--- config.mk ---
export PLATFORM = sky130hd
export DESIGN_NAME = lap_stopwatch_flat
export DESIGN_NICKNAME = d
export VERILOG_FILES = /design/src/hw/rtl/lsw_pkg.sv /design/src/hw/rtl/lsw_req_if.sv /design/src/hw/rtl/lsw_res_if.sv /design/src/hw/rtl/lsw_cfg.sv /design/src/hw/rtl/lsw_core.sv /design/src/hw/rtl/lap_stopwatch.sv /design/src/flat_wrapper.sv
export VERILOG_INCLUDE_DIRS = /design/src /design/src/hw/rtl
export SDC_FILE = /design/constraint.sdc
export NUM_CORES = 1
export LEC_CHECK = 0
export BUFFER_PORTS_ARGS = -buffer_cell sky130_fd_sc_hd__buf_2
export CORE_MARGIN = 2
export CORE_UTILIZATION = 48
export CTS_CLUSTER_SIZE = 30
export DETAILED_ROUTE_END_ITERATION = 16
export PLACE_DENSITY = 0.73
export SLEW_MARGIN = 0
export SYNTH_ARGS = -nofsm -noshare
export SYNTH_HDL_FRONTEND = slang
export SYNTH_SLANG_ARGS = --single-unit
--- constraint.sdc ---
create_clock -name i_clk -period 5.6 [get_ports i_clk]
set_input_delay 1.12 -clock i_clk [delete_from_list [all_inputs] [get_ports i_clk]]
set_output_delay 1.12 -clock i_clk [all_outputs]
set_load 0.01 [all_outputs]
--- src/hw/rtl/lap_stopwatch_defines.svh ---
// assertion macros for the stopwatch block
`ifndef LAP_STOPWATCH_DEFINES_SVH
`define LAP_STOPWATCH_DEFINES_SVH

`ifndef SYNTH

// condition holds at every clock edge out of reset
`define LSW_ASSERT_ALWAYS(label, clk, rst_n, cond) \
    label: assert property (@(posedge clk) disable iff (!rst_n) (cond)) \
        else $error("lap_stopwatch: invariant violated");

// consequent holds in the same cycle as the antecedent
`define LSW_ASSERT_SAME(label, clk, rst_n, ante, cons) \
    label: assert property (@(posedge clk) disable iff (!rst_n) (ante) |-> (cons)) \
        else $error("lap_stopwatch: implication violated");

// consequent holds in the cycle after the antecedent
`define LSW_ASSERT_NEXT(label, clk, rst_n, ante, cons) \
    label: assert property (@(posedge clk) disable iff (!rst_n) (ante) |=> (cons)) \
        else $error("lap_stopwatch: next-cycle check violated");

`else

`define LSW_ASSERT_ALWAYS(label, clk, rst_n, cond)
`define LSW_ASSERT_SAME(label, clk, rst_n, ante, cons)
`define LSW_ASSERT_NEXT(label, clk, rst_n, ante, cons)

`endif

`endif

--- src/hw/rtl/lsw_pkg.sv ---
// shared types and constants of the stopwatch block
package lsw_pkg;

    // time held in mixed radix: hours, minutes, seconds, hundredths
    typedef struct packed {
        logic [4:0] hours;
        logic [5:0] minutes;
        logic [5:0] seconds;
        logic [6:0] centis;
    } t_time;

    // tick step split into whole seconds and hundredths
    typedef struct packed {
        logic [3:0] secs;
        logic [6:0] centis;
    } t_step;

    // request kinds
    localparam logic REQ_TICK = 1'b0;
    localparam logic REQ_KEYS = 1'b1;

    // key bit positions
    localparam int KEY_PAUSE     = 0;
    localparam int KEY_RESET     = 1;
    localparam int KEY_LAP       = 2;
    localparam int KEY_CLEAR_LAP = 3;

    // radix limits
    localparam logic [7:0] CENTIS_PER_SEC = 8'd100;
    localparam logic [6:0] SECS_PER_MIN   = 7'd60;
    localparam logic [6:0] MINS_PER_HOUR  = 7'd60;
    localparam logic [5:0] HOURS_PER_DAY  = 6'd24;

    // wrap points of the lap count and the colour
    localparam logic [13:0] LAP_CNT_LAST = 14'd9999;
    localparam logic [2:0]  COLOUR_LAST  = 3'd6;

    // step split: floor(v / 100) == (v * 41) >> 12 for every 10-bit v
    localparam logic [5:0]  STEP_RECIP_MUL = 6'd41;
    localparam int          STEP_RECIP_SH  = 12;
    localparam logic [10:0] STEP_CS_MUL    = 11'd100;

    // reset values
    localparam logic [15:0] PREV_KEYS_RST = 16'd16;
    localparam t_step       STEP_RST      = '{secs: 4'd1, centis: 7'd0};

endpackage

--- src/hw/rtl/lsw_req_if.sv ---
// request channel: tick or key scan beats
interface lsw_req_if;
    logic        valid;
    logic        ready;
    logic        req_type;
    logic [15:0] keys;

    modport source (output valid, output req_type, output keys, input ready);
    modport sink   (input valid, input req_type, input keys, output ready);
endinterface

--- src/hw/rtl/lsw_res_if.sv ---
// result channel: time, lap and display status beats
interface lsw_res_if;
    logic        valid;
    logic        ready;
    logic [4:0]  hours;
    logic [5:0]  minutes;
    logic [5:0]  seconds;
    logic [4:0]  lap_hours;
    logic [5:0]  lap_minutes;
    logic [5:0]  lap_seconds;
    logic        lap_shown;
    logic [13:0] lap_total;
    logic [2:0]  colour;
    logic        running;

    modport source (
        output valid, output hours, output minutes, output seconds,
        output lap_hours, output lap_minutes, output lap_seconds,
        output lap_shown, output lap_total, output colour, output running,
        input ready
    );
    modport sink (
        input valid, input hours, input minutes, input seconds,
        input lap_hours, input lap_minutes, input lap_seconds,
        input lap_shown, input lap_total, input colour, input running,
        output ready
    );
endinterface

--- src/hw/rtl/lsw_cfg.sv ---
// tick step register, stored pre-split into seconds and hundredths
module lsw_cfg (
    input  logic           i_clk,
    input  logic           i_rst_n,
    input  logic           i_cfg_we,
    input  logic [9:0]     i_cfg_data,
    output lsw_pkg::t_step o_step
);

    logic [15:0]    w_prod;
    logic [3:0]     w_secs;
    logic [10:0]    w_sec_counts;
    logic [9:0]     w_centis;
    lsw_pkg::t_step r_step;
    lsw_pkg::t_step n_step;

    // divide by 100 through the reciprocal, remainder by subtraction
    always_comb begin
        w_prod       = 16'(i_cfg_data) * 16'(lsw_pkg::STEP_RECIP_MUL);
        w_secs       = w_prod[15:lsw_pkg::STEP_RECIP_SH];
        w_sec_counts = 11'(w_secs) * lsw_pkg::STEP_CS_MUL;
        w_centis     = i_cfg_data - w_sec_counts[9:0];
        n_step.secs   = w_secs;
        n_step.centis = w_centis[6:0];
    end

    // step register
    always_ff @(posedge i_clk) begin
        if (!i_rst_n) begin
            r_step <= lsw_pkg::STEP_RST;
        end else if (i_cfg_we) begin
            r_step <= n_step;
        end
    end

    assign o_step = r_step;

endmodule

--- src/hw/rtl/lsw_core.sv ---
// input register, single-pass state update and result handshake
module lsw_core (
    input  logic           i_clk,
    input  logic           i_rst_n,
    input  lsw_pkg::t_step i_step,
    lsw_req_if.sink        i_req,
    lsw_res_if.source      o_res
);

    `include "lap_stopwatch_defines.svh"

    // input register
    logic        r_in_valid;
    logic        r_in_type;
    logic [15:0] r_in_keys;

    // result valid; the state registers are the result payload
    logic        r_out_valid;

    // stopwatch state
    lsw_pkg::t_time r_time;
    lsw_pkg::t_time r_lap;
    logic [13:0]    r_lap_cnt;
    logic [2:0]     r_colour;
    logic           r_run;
    logic [15:0]    r_prev_keys;

    lsw_pkg::t_time n_time;
    lsw_pkg::t_time n_lap;
    logic [13:0]    n_lap_cnt;
    logic [2:0]     n_colour;
    logic           n_run;
    logic [15:0]    n_prev_keys;

    logic           w_advance;
    lsw_pkg::t_time w_tick_time;

    // tick adder internals
    logic [7:0] w_cs_sum;
    logic       w_cs_carry;
    logic [6:0] w_s_sum;
    logic       w_s_carry;
    logic [6:0] w_m_sum;
    logic       w_m_carry;
    logic [5:0] w_h_sum;

    // a beat moves out of the input register when the result slot frees up
    assign w_advance   = r_in_valid && (!r_out_valid || o_res.ready);
    assign i_req.ready = !r_in_valid || w_advance;

    // input register
    always_ff @(posedge i_clk) begin
        if (!i_rst_n) begin
            r_in_valid <= 1'b0;
        end else if (i_req.valid && i_req.ready) begin
            r_in_valid <= 1'b1;
        end else if (w_advance) begin
            r_in_valid <= 1'b0;
        end
    end

    always_ff @(posedge i_clk) begin
        if (i_req.valid && i_req.ready) begin
            r_in_type <= i_req.req_type;
            r_in_keys <= i_req.keys;
        end
    end

    // mixed-radix add of the step, wrapping at 24 hours
    always_comb begin
        w_cs_sum   = 8'(r_time.centis) + 8'(i_step.centis);
        w_cs_carry = (w_cs_sum >= lsw_pkg::CENTIS_PER_SEC);
        w_tick_time.centis = w_cs_carry ? 7'(w_cs_sum - lsw_pkg::CENTIS_PER_SEC)
                                        : w_cs_sum[6:0];

        w_s_sum   = 7'(r_time.seconds) + 7'(i_step.secs) + 7'(w_cs_carry);
        w_s_carry = (w_s_sum >= lsw_pkg::SECS_PER_MIN);
        w_tick_time.seconds = w_s_carry ? 6'(w_s_sum - lsw_pkg::SECS_PER_MIN)
                                        : w_s_sum[5:0];

        w_m_sum   = 7'(r_time.minutes) + 7'(w_s_carry);
        w_m_carry = (w_m_sum == lsw_pkg::MINS_PER_HOUR);
        w_tick_time.minutes = w_m_carry ? 6'd0 : w_m_sum[5:0];

        w_h_sum = 6'(r_time.hours) + 6'(w_m_carry);
        w_tick_time.hours = (w_h_sum == lsw_pkg::HOURS_PER_DAY) ? 5'd0 : w_h_sum[4:0];
    end

    // next state for the beat in the input register
    always_comb begin
        n_time      = r_time;
        n_lap       = r_lap;
        n_lap_cnt   = r_lap_cnt;
        n_colour    = r_colour;
        n_run       = r_run;
        n_prev_keys = r_prev_keys;
        if (r_in_type == lsw_pkg::REQ_TICK) begin
            if (r_run) begin
                n_time = w_tick_time;
            end
        end else if (r_in_keys != r_prev_keys) begin
            n_prev_keys = r_in_keys;
            if (r_in_keys[lsw_pkg::KEY_PAUSE]) begin
                n_run = !r_run;
            end
            if (r_in_keys[lsw_pkg::KEY_RESET]) begin
                n_time = '0;
                n_run  = 1'b0;
            end
            // lap only on a nonzero count, after any clear above
            if (r_in_keys[lsw_pkg::KEY_LAP] && (n_time != '0)) begin
                n_lap     = n_time;
                n_lap_cnt = (r_lap_cnt == lsw_pkg::LAP_CNT_LAST) ? 14'd0
                                                                 : r_lap_cnt + 14'd1;
                n_colour  = (r_colour == lsw_pkg::COLOUR_LAST) ? 3'd0 : r_colour + 3'd1;
            end
            if (r_in_keys[lsw_pkg::KEY_CLEAR_LAP]) begin
                n_lap = '0;
            end
        end
    end

    // state update, only when the result slot takes the beat
    always_ff @(posedge i_clk) begin
        if (!i_rst_n) begin
            r_time      <= '0;
            r_lap       <= '0;
            r_lap_cnt   <= '0;
            r_colour    <= '0;
            r_run       <= 1'b0;
            r_prev_keys <= lsw_pkg::PREV_KEYS_RST;
        end else if (w_advance) begin
            r_time      <= n_time;
            r_lap       <= n_lap;
            r_lap_cnt   <= n_lap_cnt;
            r_colour    <= n_colour;
            r_run       <= n_run;
            r_prev_keys <= n_prev_keys;
        end
    end

    // result valid
    always_ff @(posedge i_clk) begin
        if (!i_rst_n) begin
            r_out_valid <= 1'b0;
        end else if (w_advance) begin
            r_out_valid <= 1'b1;
        end else if (o_res.ready) begin
            r_out_valid <= 1'b0;
        end
    end

    // result beat straight from the state
    assign o_res.valid       = r_out_valid;
    assign o_res.hours       = r_time.hours;
    assign o_res.minutes     = r_time.minutes;
    assign o_res.seconds     = r_time.seconds;
    assign o_res.lap_hours   = r_lap.hours;
    assign o_res.lap_minutes = r_lap.minutes;
    assign o_res.lap_seconds = r_lap.seconds;
    assign o_res.lap_shown   = (r_lap != '0);
    assign o_res.lap_total   = r_lap_cnt;
    assign o_res.colour      = r_colour;
    assign o_res.running     = r_run;

    // time digits stay within their radix
    `LSW_ASSERT_ALWAYS(a_time_range, i_clk, i_rst_n, (r_time.centis < 7'd100) && (r_time.seconds < 6'd60) && (r_time.minutes < 6'd60) && (r_time.hours < 5'd24))

    // lap count and colour stay within their wrap points
    `LSW_ASSERT_ALWAYS(a_wrap_range, i_clk, i_rst_n, (r_lap_cnt <= lsw_pkg::LAP_CNT_LAST) && (r_colour <= lsw_pkg::COLOUR_LAST))

    // a held result keeps the state frozen
    `LSW_ASSERT_NEXT(a_hold_state, i_clk, i_rst_n, r_out_valid && !o_res.ready, $stable(r_time) && $stable(r_lap) && $stable(r_run))

    // a tick while stopped leaves the time alone
    `LSW_ASSERT_NEXT(a_stopped_tick, i_clk, i_rst_n, w_advance && (r_in_type == lsw_pkg::REQ_TICK) && !r_run, $stable(r_time))

    // a repeated key word changes nothing
    `LSW_ASSERT_NEXT(a_same_keys, i_clk, i_rst_n, w_advance && (r_in_type == lsw_pkg::REQ_KEYS) && (r_in_keys == r_prev_keys), $stable(r_time) && $stable(r_lap) && $stable(r_lap_cnt) && $stable(r_colour) && $stable(r_run))

endmodule

--- src/hw/rtl/lap_stopwatch.sv ---
// top level of the lap stopwatch
//
//  channel   dir  handshake      content
//  i_req     in   valid/ready    req_type, keys
//  o_res     out  valid/ready    running time, lap time, lap_shown, lap_total, colour, running
//  cfg       in   i_cfg_we       tick_step in i_cfg_data
//
// One beat per cycle while the result is not stalled: each beat is captured in the
// input register, the state update is a single pass of adders and compares, and
// the state registers and result valid load from it when the result slot frees up.
// A stalled result holds the state; one more beat waits in the input register.
// Synchronous active-low reset clears the state and sets the step to 100.
module lap_stopwatch (
    input  logic       i_clk,
    input  logic       i_rst_n,
    input  logic       i_cfg_we,
    input  logic [9:0] i_cfg_data,
    lsw_req_if.sink    i_req,
    lsw_res_if.source  o_res
);

    lsw_pkg::t_step w_step;

    // step register
    lsw_cfg u_cfg (
        .i_clk      (i_clk),
        .i_rst_n    (i_rst_n),
        .i_cfg_we   (i_cfg_we),
        .i_cfg_data (i_cfg_data),
        .o_step     (w_step)
    );

    // datapath and handshake
    lsw_core u_core (
        .i_clk   (i_clk),
        .i_rst_n (i_rst_n),
        .i_step  (w_step),
        .i_req   (i_req),
        .o_res   (o_res)
    );

endmodule
--- src/flat_wrapper.sv ---
// flat-port wrapper written by rule: the top's interface ports become plain ports
module lap_stopwatch_flat 
  (i_clk, i_rst_n, i_cfg_we, i_cfg_data, i_req_valid, i_req_req_type, i_req_keys, i_req_ready, o_res_valid, o_res_hours, o_res_minutes, o_res_seconds, o_res_lap_hours, o_res_lap_minutes, o_res_lap_seconds, o_res_lap_shown, o_res_lap_total, o_res_colour, o_res_running, o_res_ready);
  lsw_req_if i_req_i ();
  lsw_res_if o_res_i ();
  input  logic i_clk;
  input  logic i_rst_n;
  input  logic i_cfg_we;
  input  logic [9:0] i_cfg_data;
  input wire logic [$bits(i_req_i.valid)-1:0] i_req_valid;
  input wire logic [$bits(i_req_i.req_type)-1:0] i_req_req_type;
  input wire logic [$bits(i_req_i.keys)-1:0] i_req_keys;
  output wire logic [$bits(i_req_i.ready)-1:0] i_req_ready;
  output wire logic [$bits(o_res_i.valid)-1:0] o_res_valid;
  output wire logic [$bits(o_res_i.hours)-1:0] o_res_hours;
  output wire logic [$bits(o_res_i.minutes)-1:0] o_res_minutes;
  output wire logic [$bits(o_res_i.seconds)-1:0] o_res_seconds;
  output wire logic [$bits(o_res_i.lap_hours)-1:0] o_res_lap_hours;
  output wire logic [$bits(o_res_i.lap_minutes)-1:0] o_res_lap_minutes;
  output wire logic [$bits(o_res_i.lap_seconds)-1:0] o_res_lap_seconds;
  output wire logic [$bits(o_res_i.lap_shown)-1:0] o_res_lap_shown;
  output wire logic [$bits(o_res_i.lap_total)-1:0] o_res_lap_total;
  output wire logic [$bits(o_res_i.colour)-1:0] o_res_colour;
  output wire logic [$bits(o_res_i.running)-1:0] o_res_running;
  input wire logic [$bits(o_res_i.ready)-1:0] o_res_ready;
  assign i_req_i.valid = i_req_valid;
  assign i_req_i.req_type = i_req_req_type;
  assign i_req_i.keys = i_req_keys;
  assign i_req_ready = i_req_i.ready;
  assign o_res_valid = o_res_i.valid;
  assign o_res_hours = o_res_i.hours;
  assign o_res_minutes = o_res_i.minutes;
  assign o_res_seconds = o_res_i.seconds;
  assign o_res_lap_hours = o_res_i.lap_hours;
  assign o_res_lap_minutes = o_res_i.lap_minutes;
  assign o_res_lap_seconds = o_res_i.lap_seconds;
  assign o_res_lap_shown = o_res_i.lap_shown;
  assign o_res_lap_total = o_res_i.lap_total;
  assign o_res_colour = o_res_i.colour;
  assign o_res_running = o_res_i.running;
  assign o_res_i.ready = o_res_ready;
  lap_stopwatch u_core (.i_clk(i_clk), .i_rst_n(i_rst_n), .i_cfg_we(i_cfg_we), .i_cfg_data(i_cfg_data), .i_req(i_req_i), .o_res(o_res_i));
endmodule
# Word level (Yosys, flattened, before mapping)

Index checks and enable logic that the tools add are counted.

Word-level logic and storage cells: 78
Register bits after elaboration: 112

Add/sub/neg operators: 10
Magnitude comparators: 2
Multiplexer cells: 20
Reduce and logical (&&, ||, !) cells: 20
$mul: 2
Equal/unequal tests: 6

Operators with widths:

| cell                                                              | count |
|---|---|
| two-way mux 24 bit                                                | 8 |
| nonzero test 24 bit                                               | 2 |
| multiplier 10 x 6 -> 16 bit, second input constant                | 1 |
| inequality test 16 bit                                            | 1 |
| adder 14 x 1 -> 14 bit, second input constant                     | 1 |
| == test 14 bit, second input constant                             | 1 |
| two-way mux 14 bit                                                | 1 |
| two-way mux 6 bit                                                 | 2 |
| AND reduction 4 bit                                               | 3 |
| nonzero test 2 bit                                                | 5 |
| adder 7 x 7 -> 8 bit                                              | 1 |
| greater-or-equal comparator 8 x 7 -> 1 bit, second input constant | 1 |
| adder 6 x 1 -> 7 bit                                              | 1 |
| adder 6 x 4 -> 7 bit                                              | 1 |
| adder 7 x 1 -> 7 bit                                              | 1 |
| == test 7 x 6 -> 1 bit, second input constant                     | 1 |
| greater-or-equal comparator 7 x 6 -> 1 bit, second input constant | 1 |
| two-way mux 7 bit                                                 | 1 |
| subtractor 7 bit                                                  | 1 |
| subtractor 7 bit, second input constant                           | 1 |
| adder 5 x 1 -> 6 bit                                              | 1 |
| == test 6 x 5 -> 1 bit, second input constant                     | 1 |
| two-way mux 1 bit                                                 | 6 |
| AND reduction 3 bit                                               | 2 |
| other kinds (10)                                                  | 15 |

# Longest topological paths before layout

Word-level depth: 11
Depth in mapped cells: 31

# Modules after synthesis

A second synthesis with hierarchy kept.

Cell total of the unflattened synthesis: 729
Area, all modules: 6652.6 µm²

Modules (own cells, without submodules):

| module   | area each (µm²) | times used | cells each |
|---|---|---|---|
| lsw_core | 5306.3          | 1          | 591 |
| lsw_cfg  | 1346.3          | 1          | 138 |

# Worst setup path before layout

Ideal clock, no wire load.

Path kind: reg-to-reg
Start: reg u_core.u_core.r_time[0] (netlist name)
End: reg u_core.u_core.r_time, in the netlist u_core.u_core.o_res.hours[3]
Arrival time: 5.746 ns
Period minus slack after synthesis: 5.820 ns
Stages on the path, launching flop included: 30
Setup time: 0.074 ns
Setup slack: -0.220 ns
Cell sequence: dfxtp_1 > ha_1 > inv_1 > fa_1 > nand2b_1 > a21oi_1 > xor2_1 > o31a_1 > a21oi_2 > fa_1 > inv_1 > fa_1 > a21o_1 > or3_1 > o211a_1 > and2_1 > o21ai_2 > ha_1 > ha_1 > xor2_1 > o2111ai_1 > nor2_1 > ha_1 > ha_1 > nor2_1 > o21ai_0 > o21ai_0 > a211oi_1 > o21ai_0 > a31oi_1

Cells in the longest elaborated chain, start to end: 11

RTL lines:

| item                                           | RTL line        | RTL |
|---|---|---|
| start: declaration                             | lsw_core.sv:21  | `lsw_pkg::t_time r_time;` |
| start signal: assignment                       | lsw_core.sv:133 | `r_time <= n_time;` |
| adder 7 x 7 -> 8 bit (*)                       | lsw_core.sv:71  | `w_cs_sum = 8'(r_time.centis) + 8'(i_step.centis);` |
| greater-or-equal comparator 8 x 7 -> 1 bit (*) | lsw_core.sv:72  | `w_cs_carry = (w_cs_sum >= lsw_pkg::CENTIS_PER_SEC);` |
| adder 7 x 1 -> 7 bit (*)                       | lsw_core.sv:76  | `w_s_sum = 7'(r_time.seconds) + 7'(i_step.secs) + 7'(w_cs_carry);` |
| greater-or-equal comparator 7 x 6 -> 1 bit (*) | lsw_core.sv:77  | `w_s_carry = (w_s_sum >= lsw_pkg::SECS_PER_MIN);` |
| adder 6 x 1 -> 7 bit (*)                       | lsw_core.sv:81  | `w_m_sum = 7'(r_time.minutes) + 7'(w_s_carry);` |
| == test 7 x 6 -> 1 bit (*)                     | lsw_core.sv:82  | `w_m_carry = (w_m_sum == lsw_pkg::MINS_PER_HOUR);` |
| adder 5 x 1 -> 6 bit (*)                       | lsw_core.sv:85  | `w_h_sum = 6'(r_time.hours) + 6'(w_m_carry);` |
| == test 6 x 5 -> 1 bit                         | lsw_core.sv:86  | `w_tick_time.hours = (w_h_sum == lsw_pkg::HOURS_PER_DAY) ? 5'd0 : w_h_sum[4:0];` |
| two-way mux 5 bit (*)                          | lsw_core.sv:86  |  |
| two-way mux 24 bit (*)                         | lsw_core.sv:98  | `if (r_run) begin` |
| two-way mux 24 bit (*)                         | lsw_core.sv:97  | `if (r_in_type == lsw_pkg::REQ_TICK) begin` |

Mark *: on every way between the ends. The rest lies on a longest branch, timed or not. The select of a mux whose other input is x is not followed.
A chain may end at the register's enable or synchronous reset.

# Final worst setup path

Start: reg u_core.u_cfg.r_step, in the netlist u_core.u_cfg.o_step[0]
End: reg u_core.u_core.r_time, in the netlist u_core.u_core.o_res.hours[3]

Cells in the longest elaborated chain, start to end: 11

RTL lines:

| item                                           | RTL line       | RTL |
|---|---|---|
| start: declaration                             | lsw_cfg.sv:14  | `lsw_pkg::t_step r_step;` |
| start signal: assignment                       | lsw_cfg.sv:30  | `r_step <= lsw_pkg::STEP_RST;` |
| start signal: assignment                       | lsw_cfg.sv:32  | `r_step <= n_step;` |
| adder 7 x 7 -> 8 bit (*)                       | lsw_core.sv:71 |  |
| greater-or-equal comparator 8 x 7 -> 1 bit (*) | lsw_core.sv:72 |  |
| adder 7 x 1 -> 7 bit (*)                       | lsw_core.sv:76 |  |
| greater-or-equal comparator 7 x 6 -> 1 bit (*) | lsw_core.sv:77 |  |
| adder 6 x 1 -> 7 bit (*)                       | lsw_core.sv:81 |  |
| == test 7 x 6 -> 1 bit (*)                     | lsw_core.sv:82 |  |
| adder 5 x 1 -> 6 bit (*)                       | lsw_core.sv:85 |  |
| == test 6 x 5 -> 1 bit                         | lsw_core.sv:86 |  |
| two-way mux 5 bit (*)                          | lsw_core.sv:86 |  |
| two-way mux 24 bit (*)                         | lsw_core.sv:98 |  |
| two-way mux 24 bit (*)                         | lsw_core.sv:97 |  |

Marked as above.

==> results.ini <==
[routing]
via_count=5377
drtIter0Drc=453
drc=0
drt-total-wl_mm=14.5
drtAntennaViolNets=0
via_per_inst=5.44
first_pass_iters=5
routedWlPerCell_um=14.7

[clock_tree]
clk_latency_ps=350
cts_tree=done
clockBufferDepth=2
cts_buffers=9
path_clk_slew_ps=80
cts_max_level=3
cts_root_buffer=clkbuf_16
cts_sinks=112

[die]
start_util_pct=48.5
die-area_mm2=0.0148
io_pins=87
die_w_um=122
core_area_mm2=0.0137
rows=43
die_h_um=122

[timing]
hold_viol_final=0
rsz0062_at_grt=yes
post-route-min-period_ps=5740
finalSetupTns_ps=-223
clock.fmax_mhz=174
slew_headroom_pct=26.9
final-setup-viol-count=2
worst_slew_pin_slew_ps=1080
slew_violations=0
skew_ps=9.37
layout_setup_ws_ps=-144
fin_crit_sh_pct=103

[global_routing]
grt_pass1_wl_mm=23.5
antenna_found_initial=0
grt_start_max_net_pins=67
grt_pass1_vias=4853
gr-total-overflow=0
grtUsageTotal_pct=19.8

[place]
place_hpwl_mm=10.1
gp_congestion=0.873
placed_cells=958
pre_cts_slack_ps=-202
portBuffers=86

[yosys]
async_flop_share_pct=0
synth_edf_count=17
avgSynthCellArea_um2=9.17
ys_seq_area_share_pct=36.2
synthMuxAreaShare_pct=3.76
yosys_most_used_dff=dfxtp_1
synth_top_family_by_area=simple AND/OR/NAND/NOR gates
yosys_warnings=0
synth_compound_area_share_pct=14.4
synth_xor_area_share_pct=6.18
syn_nets=822
ys_ff_latch=112
netlist_area_mm2=0.00666
postSynthCellCount=726
ys_types=71
synth-adder-area-share_pct=12.9
synth-simple-area-share_pct=17.5

[worst_setup_path]
setup.worst_path.end=u_core.u_core.o_res.hours[3]
rr_worst_depth=30
critPathLaunchType=flip-flop
regToRegEndpoint=u_core.u_core.o_res.hours[3]
critPathMaxFanout=4
crit_arrival_ps=6030
cp.required_ps=5880
crit_slowest_cell=dfxtp_4
cp_top_family=compound AO/OA/AOI/OAI gates
r2r_slack_ps=-140
critPathLaunch=u_core.u_cfg.o_step[0]
path_buf_inv=2
critical_path_class=reg2reg
worstSetupEndpointType=flip-flop
reg2reg_from=u_core.u_cfg.o_step[0]
cp.depth=30
slowest_delay_ps=360

[finish]
drive_gt1_share_pct=25.7
syn2layout_area_growth_pct=16.3
utilization_pct=56.4
final_cell_mix=nor2_1 (91), dfxtp_1 (91), buf_2 (86)
final_cells=989
fin_nets=900
n_antenna_cell=0

[power_and_ir_drop]
ir_worst_vdd_mv=0.131
cellLeakagePower_nw=3.33
power_density_mw_per_mm2=248

[status]
status=complete, but fails checks
violations=negative setup slack

[min_path]
hold_path_class=reg2reg

[flow_run]
cap_violations=0

[timing repair]
action,CTS,global route
endpoints found under the setup margin,2,6
hold endpoints to repair,0,0
gates resized for setup,17,15
hold buffers,0,0
setup buffers,12,3
pin swaps,21,19
[flip-flops by register name (all words and copies together), names as in the netlist, 7 cells and up]
name                           count
u_core.u_core.r_prev_keys         16
u_core.u_core.o_res.lap_total     14
u_core.u_core.r_lap                7
u_core.u_core.r_time               7
u_core.u_core.r_in_keys           16
u_core.u_cfg.o_step               11
[routing by layer]
layer	track usage, %	routed length, µm	up-vias	part of all wire [%]
li1	-	-	2712	-
met1	27.1	6760	2525	47
met2	31.5	6870	119	47
met3	3.75	641	21	4.4
met4	6.61	236	0	1.6
met5	0	0	-	0
[power breakdown]
| group | internal [W] | switching, W | total (W) |
|---|---|---|---|
| clock network | 0.000312 | 0.000314 | 0.000627 |
| registers | 0.000845 | 0.0000207 | 0.000865 |
| logic | 0.000204 | 0.000228 | 0.000432 |
[logic make-up (layout without fill, tap and decap cells)]
kind of cell    count (synthesis)  after routing
buf+inv                       110            193
xor+xnor                       47             47
fa+ha+maj                      64             64
compound gates                133            133
mux                            25             25
flops                         112            112
simple gates                  235            235
[cells in the mapped netlist, types with 12 or more instances]
cell | count | area (µm²)
nor4_1 | 16 | 100
o21ai_0 | 19 | 95.1
xnor2_1 | 21 | 184
nand2_1 | 32 | 120
edfxtp_1 | 17 | 510
buf_4 | 39 | 293
nor2_1 | 95 | 357
nand3_1 | 26 | 130
clkbuf_1 | 12 | 45.0
xor2_1 | 26 | 228
dfxtp_1 | 95 | 1900
ha_1 | 56 | 701
mux2i_1 | 25 | 250
nor3_1 | 12 | 60.1
a22oi_1 | 32 | 240
a21oi_1 | 25 | 125
inv_1 | 44 | 165
[worst min path at each step]
stage,start,endpoint,slack [ps],depth (start not counted)
2_1_floorplan,u_core.u_cfg.o_step[9],u_core.u_cfg.o_step[9],460,2
3_3_place_gp,u_core.u_core.r_prev_keys[4],u_core.u_core.r_prev_keys[4],480,2
3_5_place_dp,u_core.u_cfg.o_step[2],u_core.u_cfg.o_step[2],480,2
4_1_cts,u_core.u_cfg.o_step[2],u_core.u_cfg.o_step[2],490,2
5_1_grt,u_core.u_cfg.o_step[2],u_core.u_cfg.o_step[2],510,2
6_report,u_core.u_cfg.o_step[4],u_core.u_cfg.o_step[4],490,2
[per-stage QoR]
step	cell area [µm²]	hold slack (ps)	power, W
after floorplan	6740	457	0.00119
after global placement	7190	476	0.00129
after detailed placement	7190	484	0.00130
after CTS	7660	494	0.00194
after global routing	7740	505	0.00203
final	7740	493	0.00192
[worst min-delay path, stage by stage, from the launching register on]
cell and delay [ps]:
dfxtp_1 310, nor2_1 80, a211oi_1 50
[final cells by class]
cell class | instances | area (µm²)
Fill cell | 1231 | 5980
Multi-Input combinational cell | 504 | 3860
Sequential cell | 112 | 2420
Timing Repair Buffer | 132 | 776
Clock buffer | 9 | 225
Tap cell | 180 | 225
Inverter | 45 | 169
Clock inverter | 7 | 66.3
No activity file was read; power rests on OpenSTA's default activity.
